**src/wtd_pkg.sv**
```systemverilog
`default_nettype none
// ----------------------------------------------------------------------------
// wtd_pkg: shared types and constants for the waypoint turn-then-drive unit
// payload structs, register map, fixed-point constants and the atan table
// ----------------------------------------------------------------------------
package wtd_pkg;

  // route and cordic sizing
  localparam int NUM_POINTS  = 4;
  localparam int ANGLE_ITERS = 14;
  localparam int ITER_W      = 4;   // indexes the 16-entry atan table
  localparam int CORDIC_W    = 20;  // x and y working width
  localparam int ANG_W       = 21;  // angle accumulator width, 2^-16 rad

  localparam logic [ITER_W-1:0] ITER_LAST = ITER_W'(ANGLE_ITERS - 1);

  // register map, word index
  localparam int REG_IDX_W = 3;
  localparam int PADDR_W   = 5;
  localparam logic [REG_IDX_W-1:0] REG_WP0      = 3'd0;
  localparam logic [REG_IDX_W-1:0] REG_WP1      = 3'd1;
  localparam logic [REG_IDX_W-1:0] REG_WP2      = 3'd2;
  localparam logic [REG_IDX_W-1:0] REG_WP3      = 3'd3;
  localparam logic [REG_IDX_W-1:0] REG_HEAD_TOL = 3'd4;
  localparam logic [REG_IDX_W-1:0] REG_POS_TOL  = 3'd5;
  localparam logic [REG_IDX_W-1:0] REG_FWD      = 3'd6;
  localparam logic [REG_IDX_W-1:0] REG_TURN     = 3'd7;

  // fixed-point angles
  localparam logic signed [16:0] TWO_PI_Q12 = 17'sd25736;
  localparam logic signed [16:0] PI_Q12     = 17'sd12868;
  localparam logic signed [ANG_W-1:0] PI_Q16 = 21'sd205887;

  typedef struct packed {
    logic signed [15:0] pos_x;
    logic signed [15:0] pos_y;
    logic signed [15:0] yaw;
  } wtd_in_t;

  typedef struct packed {
    logic signed [15:0] linear_cmd;
    logic signed [15:0] angular_cmd;
    logic               drive_mode;
    logic [2:0]         waypoint_index;
  } wtd_out_t;

  typedef struct packed {
    logic [3:0][31:0]   waypoint_xy;
    logic [14:0]        heading_tol;
    logic [14:0]        position_tol;
    logic signed [15:0] forward_speed;
    logic signed [15:0] turn_rate;
  } wtd_cfg_t;

  typedef struct packed {
    logic               start;
    logic signed [16:0] dx;
    logic signed [16:0] dy;
  } wtd_cordic_req_t;

  typedef struct packed {
    logic               done;
    logic signed [15:0] angle;
  } wtd_cordic_rsp_t;

  // atan(2^-i) in units of 2^-16 rad
  function automatic logic signed [ANG_W-1:0] atan_q16(input logic [ITER_W-1:0] idx);
    logic signed [ANG_W-1:0] v;
    unique case (idx)
      4'd0:    v = 21'sd51472;
      4'd1:    v = 21'sd30386;
      4'd2:    v = 21'sd16055;
      4'd3:    v = 21'sd8150;
      4'd4:    v = 21'sd4091;
      4'd5:    v = 21'sd2047;
      4'd6:    v = 21'sd1024;
      4'd7:    v = 21'sd512;
      4'd8:    v = 21'sd256;
      4'd9:    v = 21'sd128;
      4'd10:   v = 21'sd64;
      4'd11:   v = 21'sd32;
      4'd12:   v = 21'sd16;
      4'd13:   v = 21'sd8;
      4'd14:   v = 21'sd4;
      default: v = 21'sd2;
    endcase
    return v;
  endfunction

endpackage
`default_nettype wire

```
**src/waypoint_turn_then_drive_unit.sv**
```systemverilog
`default_nettype none
// ----------------------------------------------------------------------------
// waypoint_turn_then_drive_unit: turn-then-drive waypoint follower
// pose in, velocity command out, bearing by an iterative cordic
// ----------------------------------------------------------------------------
// usage
//   in_*  : one pose (x, y, yaw, signed q3.12) per transfer
//   out_* : one command per pose while the route is active; once the last
//           waypoint is reached a pose is taken and gives no result
//   apb   : route and command registers, written while the block is idle
// timing
//   turning tick: the cordic loads at the accept edge, then runs ANGLE_ITERS
//   iterations, 14 by default (one micro-rotation each through the shared
//   add/sub and shifter); then the bearing is taken and the evaluation step
//   loads the result into the output register
//   zero offset to the waypoint: bearing 0 at once, with no micro-rotations
//   driving tick: stored bearing is reused, straight to the evaluation step
//   in_stall is high from accept until the result is loaded in the output
//   register; the next pose can be taken while that result still waits
// reset
//   synchronous, active low: turning mode, waypoint 0, bearing 0, default
//   registers, no result pending
// receiver stall
//   out_data holds while out_stall is high; a finished item waits in the
//   evaluation step until the output register frees, keeping in_stall high
// ----------------------------------------------------------------------------
module waypoint_turn_then_drive_unit import wtd_pkg::*; (
  input  wire logic               clk,
  input  wire logic               rst_n,
  // pose channel
  input  wire logic               in_valid,
  output logic                    in_stall,
  input  wire wtd_in_t            in_data,
  // command channel
  output logic                    out_valid,
  input  wire logic               out_stall,
  output wtd_out_t                out_data,
  // configuration port
  input  wire logic               psel,
  input  wire logic               penable,
  input  wire logic               pwrite,
  input  wire logic [PADDR_W-1:0] paddr,
  input  wire logic [31:0]        pwdata,
  output logic      [31:0]        prdata,
  output logic                    pready
);

  typedef enum logic [1:0] {S_IDLE, S_BEARING, S_EMIT} state_t;

  state_t              state_r;
  wtd_cfg_t            cfg;
  wtd_cordic_req_t     creq;
  wtd_cordic_rsp_t     crsp;

  // item and route state
  logic                mode_r;
  logic [2:0]          point_r;
  logic signed [15:0]  target_r;
  logic signed [16:0]  dx_r, dy_r, yaw_r;
  logic                out_valid_r;
  wtd_out_t            out_r;

  // accept-side logic
  logic                accept, route_live, out_free;
  logic [31:0]         wp;
  logic signed [15:0]  wx, wy;
  logic signed [16:0]  dx_in, dy_in, yaw_a, yaw_b;

  // evaluation logic
  logic signed [16:0]  err_diff;
  logic [16:0]         err_abs, dx_abs, dy_abs, htol, ptol;
  logic                arrive;
  wtd_out_t            res;
  logic                mode_nxt;
  logic [2:0]          point_nxt;

  wtd_regs u_regs (
    .clk     (clk),
    .rst_n   (rst_n),
    .psel    (psel),
    .penable (penable),
    .pwrite  (pwrite),
    .paddr   (paddr),
    .pwdata  (pwdata),
    .prdata  (prdata),
    .pready  (pready),
    .cfg     (cfg)
  );

  wtd_cordic u_cordic (
    .clk   (clk),
    .rst_n (rst_n),
    .req   (creq),
    .rsp   (crsp)
  );

  assign in_stall   = (state_r != S_IDLE);
  assign accept     = in_valid && !in_stall;
  assign route_live = (point_r < 3'(NUM_POINTS));
  assign out_free   = !out_valid_r || !out_stall;

  // offset to the current waypoint at full 17-bit width
  always_comb begin
    wp    = cfg.waypoint_xy[point_r[1:0]];
    wx    = wp[15:0];
    wy    = wp[31:16];
    dx_in = {wx[15], wx} - {in_data.pos_x[15], in_data.pos_x};
    dy_in = {wy[15], wy} - {in_data.pos_y[15], in_data.pos_y};
  end

  // yaw fold into about minus pi to pi
  always_comb begin
    yaw_a = {in_data.yaw[15], in_data.yaw};
    if (yaw_a >= TWO_PI_Q12)       yaw_a = yaw_a - TWO_PI_Q12;
    else if (yaw_a <= -TWO_PI_Q12) yaw_a = yaw_a + TWO_PI_Q12;
    yaw_b = yaw_a;
    if (yaw_a > PI_Q12)            yaw_b = yaw_a - TWO_PI_Q12;
    else if (yaw_a < -PI_Q12)      yaw_b = yaw_a + TWO_PI_Q12;
  end

  // cordic only runs on turning ticks
  assign creq.start = accept && route_live && !mode_r;
  assign creq.dx    = dx_in;
  assign creq.dy    = dy_in;

  // heading error is not wrapped
  always_comb begin
    err_diff = yaw_r - {target_r[15], target_r};
    err_abs  = err_diff[16] ? 17'(-err_diff) : 17'(err_diff);
    dx_abs   = dx_r[16] ? 17'(-dx_r) : 17'(dx_r);
    dy_abs   = dy_r[16] ? 17'(-dy_r) : 17'(dy_r);
    htol     = {2'b00, cfg.heading_tol};
    ptol     = {2'b00, cfg.position_tol};
    arrive   = (dx_abs < ptol) && (dy_abs < ptol);

    res.linear_cmd  = '0;
    res.angular_cmd = '0;
    mode_nxt        = mode_r;
    point_nxt       = point_r;
    if (!mode_r) begin
      // turning: enter driving once aligned, with no turn on that tick
      if (err_abs < htol) begin
        mode_nxt = 1'b1;
      end else begin
        res.angular_cmd = cfg.turn_rate;
      end
    end else begin
      res.linear_cmd = cfg.forward_speed;
      if (err_abs > htol) begin
        mode_nxt       = 1'b0;
        res.linear_cmd = '0;
      end
      if (arrive) begin
        // stop and move on to the next waypoint
        mode_nxt       = 1'b0;
        res.linear_cmd = '0;
        point_nxt      = point_r + 3'd1;
      end
    end
    res.drive_mode     = mode_nxt;
    res.waypoint_index = point_nxt;
  end

  always_ff @(posedge clk) begin
    if (!rst_n) begin
      state_r     <= S_IDLE;
      mode_r      <= 1'b0;
      point_r     <= '0;
      target_r    <= '0;
      out_valid_r <= 1'b0;
    end else begin
      // the emit step below sets the flag itself
      if (out_valid_r && !out_stall && (state_r != S_EMIT)) out_valid_r <= 1'b0;
      unique case (state_r)
        S_IDLE: begin
          // a pose after the last waypoint is taken and dropped
          if (accept && route_live) begin
            dx_r    <= dx_in;
            dy_r    <= dy_in;
            yaw_r   <= yaw_b;
            state_r <= mode_r ? S_EMIT : S_BEARING;
          end
        end
        S_BEARING: begin
          if (crsp.done) begin
            target_r <= crsp.angle;
            state_r  <= S_EMIT;
          end
        end
        default: begin
          if (out_free) begin
            out_r       <= res;
            out_valid_r <= 1'b1;
            mode_r      <= mode_nxt;
            point_r     <= point_nxt;
            state_r     <= S_IDLE;
          end
        end
      endcase
    end
  end

  assign out_valid = out_valid_r;
  assign out_data  = out_r;

endmodule
`default_nettype wire

```
**src/wtd_regs.sv**
```systemverilog
`default_nettype none
// ----------------------------------------------------------------------------
// wtd_regs: configuration register file
// apb-style write and read of the route and command registers
// ----------------------------------------------------------------------------
module wtd_regs import wtd_pkg::*; (
  input  wire logic               clk,
  input  wire logic               rst_n,
  input  wire logic               psel,
  input  wire logic               penable,
  input  wire logic               pwrite,
  input  wire logic [PADDR_W-1:0] paddr,
  input  wire logic [31:0]        pwdata,
  output logic      [31:0]        prdata,
  output logic                    pready,
  output wtd_cfg_t                cfg
);

  wtd_cfg_t               cfg_r;
  logic                   wr_en;
  logic [REG_IDX_W-1:0]   idx;

  assign pready = 1'b1;
  assign wr_en  = psel && penable && pwrite;
  assign idx    = paddr[PADDR_W-1:2];
  assign cfg    = cfg_r;

  always_ff @(posedge clk) begin
    if (!rst_n) begin
      cfg_r.waypoint_xy[0] <= 32'd2048;
      cfg_r.waypoint_xy[1] <= 32'd134219776;
      cfg_r.waypoint_xy[2] <= 32'd134217728;
      cfg_r.waypoint_xy[3] <= 32'd0;
      cfg_r.heading_tol    <= 15'd1229;
      cfg_r.position_tol   <= 15'd410;
      cfg_r.forward_speed  <= 16'sd410;
      cfg_r.turn_rate      <= -16'sd4096;
    end else if (wr_en) begin
      unique case (idx)
        REG_WP0:      cfg_r.waypoint_xy[0] <= pwdata;
        REG_WP1:      cfg_r.waypoint_xy[1] <= pwdata;
        REG_WP2:      cfg_r.waypoint_xy[2] <= pwdata;
        REG_WP3:      cfg_r.waypoint_xy[3] <= pwdata;
        REG_HEAD_TOL: cfg_r.heading_tol    <= pwdata[14:0];
        REG_POS_TOL:  cfg_r.position_tol   <= pwdata[14:0];
        REG_FWD:      cfg_r.forward_speed  <= pwdata[15:0];
        default:      cfg_r.turn_rate      <= pwdata[15:0];
      endcase
    end
  end

  always_comb begin
    unique case (idx)
      REG_WP0:      prdata = cfg_r.waypoint_xy[0];
      REG_WP1:      prdata = cfg_r.waypoint_xy[1];
      REG_WP2:      prdata = cfg_r.waypoint_xy[2];
      REG_WP3:      prdata = cfg_r.waypoint_xy[3];
      REG_HEAD_TOL: prdata = {17'd0, cfg_r.heading_tol};
      REG_POS_TOL:  prdata = {17'd0, cfg_r.position_tol};
      REG_FWD:      prdata = {16'd0, cfg_r.forward_speed};
      default:      prdata = {16'd0, cfg_r.turn_rate};
    endcase
  end

endmodule
`default_nettype wire

```
**src/wtd_cordic.sv**
```systemverilog
`default_nettype none
// ----------------------------------------------------------------------------
// wtd_cordic: iterative cordic vectoring unit
// one micro-rotation per cycle through a shared add/sub and shifter
// ----------------------------------------------------------------------------
module wtd_cordic import wtd_pkg::*; (
  input  wire logic            clk,
  input  wire logic            rst_n,
  input  wire wtd_cordic_req_t req,
  output wtd_cordic_rsp_t      rsp
);

  typedef enum logic {C_IDLE, C_RUN} cstate_t;

  cstate_t                     state_r;
  logic [ITER_W-1:0]           iter_r;
  logic signed [CORDIC_W-1:0]  x_r, y_r, x_nxt, y_nxt, xs, ys;
  logic signed [CORDIC_W-1:0]  x_ext, y_ext;
  logic signed [ANG_W-1:0]     z_r, z_nxt, z_round;
  logic                        done_r;
  logic signed [15:0]          angle_r;

  assign x_ext = CORDIC_W'(req.dx);
  assign y_ext = CORDIC_W'(req.dy);

  // shared micro-rotation
  always_comb begin
    xs = x_r >>> iter_r;
    ys = y_r >>> iter_r;
    if (!y_r[CORDIC_W-1]) begin
      x_nxt = x_r + ys;
      y_nxt = y_r - xs;
      z_nxt = z_r + atan_q16(iter_r);
    end else begin
      x_nxt = x_r - ys;
      y_nxt = y_r + xs;
      z_nxt = z_r - atan_q16(iter_r);
    end
    z_round = z_nxt + ANG_W'(8);
  end

  always_ff @(posedge clk) begin
    if (!rst_n) begin
      state_r <= C_IDLE;
      done_r  <= 1'b0;
      iter_r  <= '0;
    end else begin
      unique case (state_r)
        C_IDLE: begin
          // zero vector gives bearing zero at once
          done_r <= req.start && (req.dx == '0) && (req.dy == '0);
          if (req.start) begin
            iter_r <= '0;
            if (req.dx == '0 && req.dy == '0) begin
              angle_r <= '0;
            end else begin
              state_r <= C_RUN;
              if (req.dx[16]) begin
                // pre-rotate left half plane by plus or minus pi
                x_r <= -x_ext;
                y_r <= -y_ext;
                z_r <= req.dy[16] ? -PI_Q16 : PI_Q16;
              end else begin
                x_r <= x_ext;
                y_r <= y_ext;
                z_r <= '0;
              end
            end
          end
        end
        default: begin
          x_r    <= x_nxt;
          y_r    <= y_nxt;
          z_r    <= z_nxt;
          iter_r <= iter_r + ITER_W'(1);
          done_r <= (iter_r == ITER_LAST);
          if (iter_r == ITER_LAST) begin
            state_r <= C_IDLE;
            angle_r <= z_round[19:4];
          end
        end
      endcase
    end
  end

  assign rsp.done  = done_r;
  assign rsp.angle = angle_r;

endmodule
`default_nettype wire
```
**config.mk**
```make
export PLATFORM = sky130hd
export DESIGN_NAME = waypoint_turn_then_drive_unit
export DESIGN_NICKNAME = d
export VERILOG_FILES = /design/src/wtd_pkg.sv /design/src/waypoint_turn_then_drive_unit.sv /design/src/wtd_regs.sv /design/src/wtd_cordic.sv
export SDC_FILE = /design/constraint.sdc
export NUM_CORES = 1
export LEC_CHECK = 0
export BUFFER_PORTS_ARGS = -buffer_cell sky130_fd_sc_hd__buf_2
export CAP_MARGIN = 5
export CORE_MARGIN = 1
export CORE_UTILIZATION = 61
export DETAILED_ROUTE_END_ITERATION = 10
export HOLD_SLACK_MARGIN = 0.03
export MAX_ROUTING_LAYER = met4
export PLACE_DENSITY = 0.9
export SYNTH_ARGS = -nofsm -noshare
export SYNTH_HDL_FRONTEND = slang
export SYNTH_SLANG_ARGS = --single-unit
```
**constraint.sdc**
```tcl
create_clock -name clk -period 15.64 [get_ports clk]
set_clock_uncertainty 0.05 [all_clocks]
set_input_delay 3.128 -clock clk [delete_from_list [all_inputs] [get_ports clk]]
set_output_delay 3.128 -clock clk [all_outputs]
set_load 0.005 [all_outputs]
```
==> impl_metrics.tcl <==
set metrics [dict create \
    outcome "finished, final reports clean" \
    gp_congestion 0.978 \
    core_sq_um 47900 \
    synth_cells 3365 \
    ys_ff_latch 398 \
    dr.max_layer_used "met4" \
    die_h_microns 223 \
    synth_top_family_by_area "compound AO/OA/AOI/OAI gates" \
    synth_fa_ha_area_share_pct 7.72 \
    synthArstFlopShare_pct 0 \
    finalMaxSlewViolations 0 \
    synthMuxAreaShare_pct 8.96 \
    grt_usage_pct 33.9 \
    grt_pass1_vias 25200 \
    synthSimpleGateAreaFrac_pct 18.6 \
    ioPinCount 163 \
    setup_tns_ns 0 \
    finalHoldViolations 0 \
    vdd_drop_max_mv 0.0870 \
    layout.nets 3685 \
    cts_hold_buf 0 \
    wl_met1_microns 33200 \
    final_layout_size_suffix_gt1_share_pct 12.8 \
    postRouteAntennaNets 0 \
    syn_area_sq_um 29800 \
    setup_ws_ns 7.06 \
    htreeDepth 2 \
    wl_microns 83300 \
    crit_required_ns 12.46 \
    leakage_nw 12.5 \
    synth_compound_area_share_pct 20.8 \
    cts.path.max_buffers 3 \
    synthDistinctLibCells 113 \
    drt_iter0_markers 3375 \
    cp_max_fo 49 \
    ctsResizeCount 0 \
    cts.clk_slew.worst_paths_ns 0.06 \
    wl_met2_microns 38300 \
    num_rows 80 \
    initial_core_util_pct 62.1 \
    crit_slowest_cell "nor2b_2" \
    ys_seq_area_share_pct 32.2 \
    grt_first_pass_wirelength_microns 132000 \
    path_common_cell "buf_2" \
    cts.sinks 398 \
    multi_input_area_sq_um 18700 \
    synth_edf_count 163 \
    portBuffers 159 \
    via_per_inst 6.55 \
    seq_area_sq_um 9600 \
    die_width_microns 223 \
    avgRoutedWirePerCell_microns 20.5 \
    n_fill_cell 3554 \
    yosysWarnings 0 \
    fin_crit_sh_pct 54.9 \
    cts_tree "done" \
    ys.flop_type "dfxtp_1" \
    preCtsSetupSlack_ns 7.21 \
    tightest_slew_ns 1.29 \
    maxSlewHeadroom_pct 14.0 \
    crit_buf_inv 3 \
    avgSynthCellArea_sq_um 8.85 \
    via_count 26600 \
    grt_overflow 0 \
    hpwlAfterDp_microns 59000 \
    area_growth_pct 8.33 \
    worstHoldPathType "flop to flop" \
    numCtsBuffers 44 \
    drc 0 \
    pwr_density_cell_nw_per_um2 104 \
    cp.arrival_ns 5.40 \
    root_buffer "clkbuf_16" \
    synth-xor-area-share_pct 6.62 \
    wl_met3_microns 8720 \
    grt_max_degree 122 \
    cpLargestDelayFamily "simple AND/OR/NAND/NOR gates" \
    syn-num-nets 3637 \
    clkLatencyLatePin_ns 0.62 \
    cap_violations 0 \
    start_kind "input pin" \
    post_cts_buffers 0 \
    first_pass_iters 6 \
    crit_chain "buf_2, buf_4, nor2b_1, nor2b_2, a22oi_1, nand2_1, buf_2" \
    fmax_ghz 0.117 \
    criticalPathCategory "input pin to output pin" \
    cpPeakStageDelay_ns 0.82 \
    cp-end-kind "output pin" \
    period_needed_ns 8.58 \
    setup_viol 0 \
    rsz0062_at_grt "false" \
    whs_ns 0.416 \
    die_area_sq_um 49700 \
    antenna_found_initial 0 \
]
## routing by layer
| layer | up-vias | track usage [%] |
|---|---|---|
| met5 | - | - |
| met1 | 12600 | 44.3 |
| met4 | 0 | 13.1 |
| met3 | 266 | 5.76 |
| met2 | 1512 | 52.6 |
| li1 | 12300 | - |
## worst reg2reg max path, cell delays in order (launching register included)
cell and delay, ns:
dfxtp_2 0.32, buf_4 0.61, mux4_2 0.63, inv_1 0.14
ha_1 0.20, inv_1 0.06, fa_1 0.40, a21oi_1 0.22
o21ai_0 0.17, a221o_1 0.35, a21o_1 0.18, o21ai_0 0.21
a21oi_1 0.17, o2bb2ai_1 0.31, inv_1 0.15, ha_1 0.25
a311oi_1 0.34, o21a_2 0.84, buf_4 0.47
## flip-flops by register name, summed over array words and instances (netlist names), 16 cells and up, named ones only
name and cells:
u_regs.cfg 190, yaw_r 17, out_data 36, u_cordic.x_r 20
target_r 16, u_cordic.y_r 20, dy_r 17, dx_r 17
u_cordic.z_r 20, u_cordic.angle_r 16
## metrics by stage
stage | util [%] | power [mW] | cells | area (sq um)
floorplan | - | 2.03 | 3365 | 29800
global placement | 64.1 | 2.22 | 3982 | 30700
detailed placement | 64.1 | 2.25 | 3982 | 30700
CTS | 67.3 | 3.32 | 4063 | 32200
global route | 67.3 | 3.50 | 4063 | 32200
finish | 67.3 | 3.35 | 4064 | 32200
## area by class of cell
type	count	area share (%)
Multi-Input combinational cell	2609	58.0
Sequential cell	398	29.8
Clock buffer	61	3.96
Timing Repair Buffer	189	3.17
Tap cell	615	2.39
Inverter	171	1.99
Clock inverter	20	0.718
Antenna cell	1	0.00776
## logic make-up (layout without fill, tap and decap cells)
family | count (synthesis) | count (layout)
AOI/OAI and AO/OA | 880 | 880
xor gates and xnor gates | 219 | 219
adders and majority gates | 180 | 180
buffers and inverters | 358 | 441
DFF | 398 | 398
muxes | 146 | 146
other | 1 | 2
and+or+nand+nor | 1183 | 1183
## final timing paths
kind	startpoint	to	slack, ns	depth (start not counted)
worst max-delay path	paddr[3]	prdata[30]	7.06	7
worst min-delay path	target_r[8]	target_r[8]	0.42	2
worst max register to register	point_r[0]	u_cordic.x_r[1]	9.23	18
worst min register to register	target_r[8]	target_r[8]	0.42	2
## synth_stat cells, drive strengths merged, types with 8 or more instances
master,instances,area (sq um)
a21o,57,428
nor4,15,93.8
o311ai,8,70.1
mux2i,37,370
o22ai,9,56.3
xor2,72,631
xnor2,147,1340
buf,58,373
a22oi,45,405
o31a,10,87.6
or2,18,113
nand2,559,2100
mux2,20,225
a21oi,168,860
ha,174,2180
nand4,25,163
nand2b,26,163
o21ai,109,549
nand3,65,325
edfxtp,163,4890
a31oi,34,234
a211o,13,114
clkbuf,129,484
and2,26,164
mux4,89,2070
o31ai,24,180
inv,170,638
o211ai,37,288
o21bai,13,97.6
a311oi,8,70.1
nor3b,45,383
and3,24,155
dfxtp,235,4700
or3,20,125
o21a,48,360
nor2b,32,208
a211oi,22,170
nor2,234,886
a21boi,194,1460
nor3,57,295
## cells in the final DEF (no fill, tap or decap), drive strengths merged, types with 13 or more instances in the layout
master,count
or2,18
nor2,234
buf,189
nand4,25
nand2b,26
nor3,57
nand2,559
nand3,65
and2,26
and3,24
a211oi,22
xnor2,147
mux2,20
a31oi,34
clkinv,18
a22oi,45
o31ai,24
nor4,15
o21bai,13
a21boi,194
ha,174
o21ai,109
o21a,48
dfxtp,235
nor2b,32
edfxtp,163
inv,171
a211o,13
xor2,72
or3,20
o211ai,37
clkbuf,61
a21o,57
mux4,89
nor3b,45
a21oi,168
mux2i,37
## where the power goes
part	switching [mW]	total (mW)	internal, mW
logic	0.633	1.09	0.455
registers	0.0431	1.19	1.14
clock network	0.462	1.07	0.612
total	1.14	3.35	2.21
(Power assumes the default switching activity.)
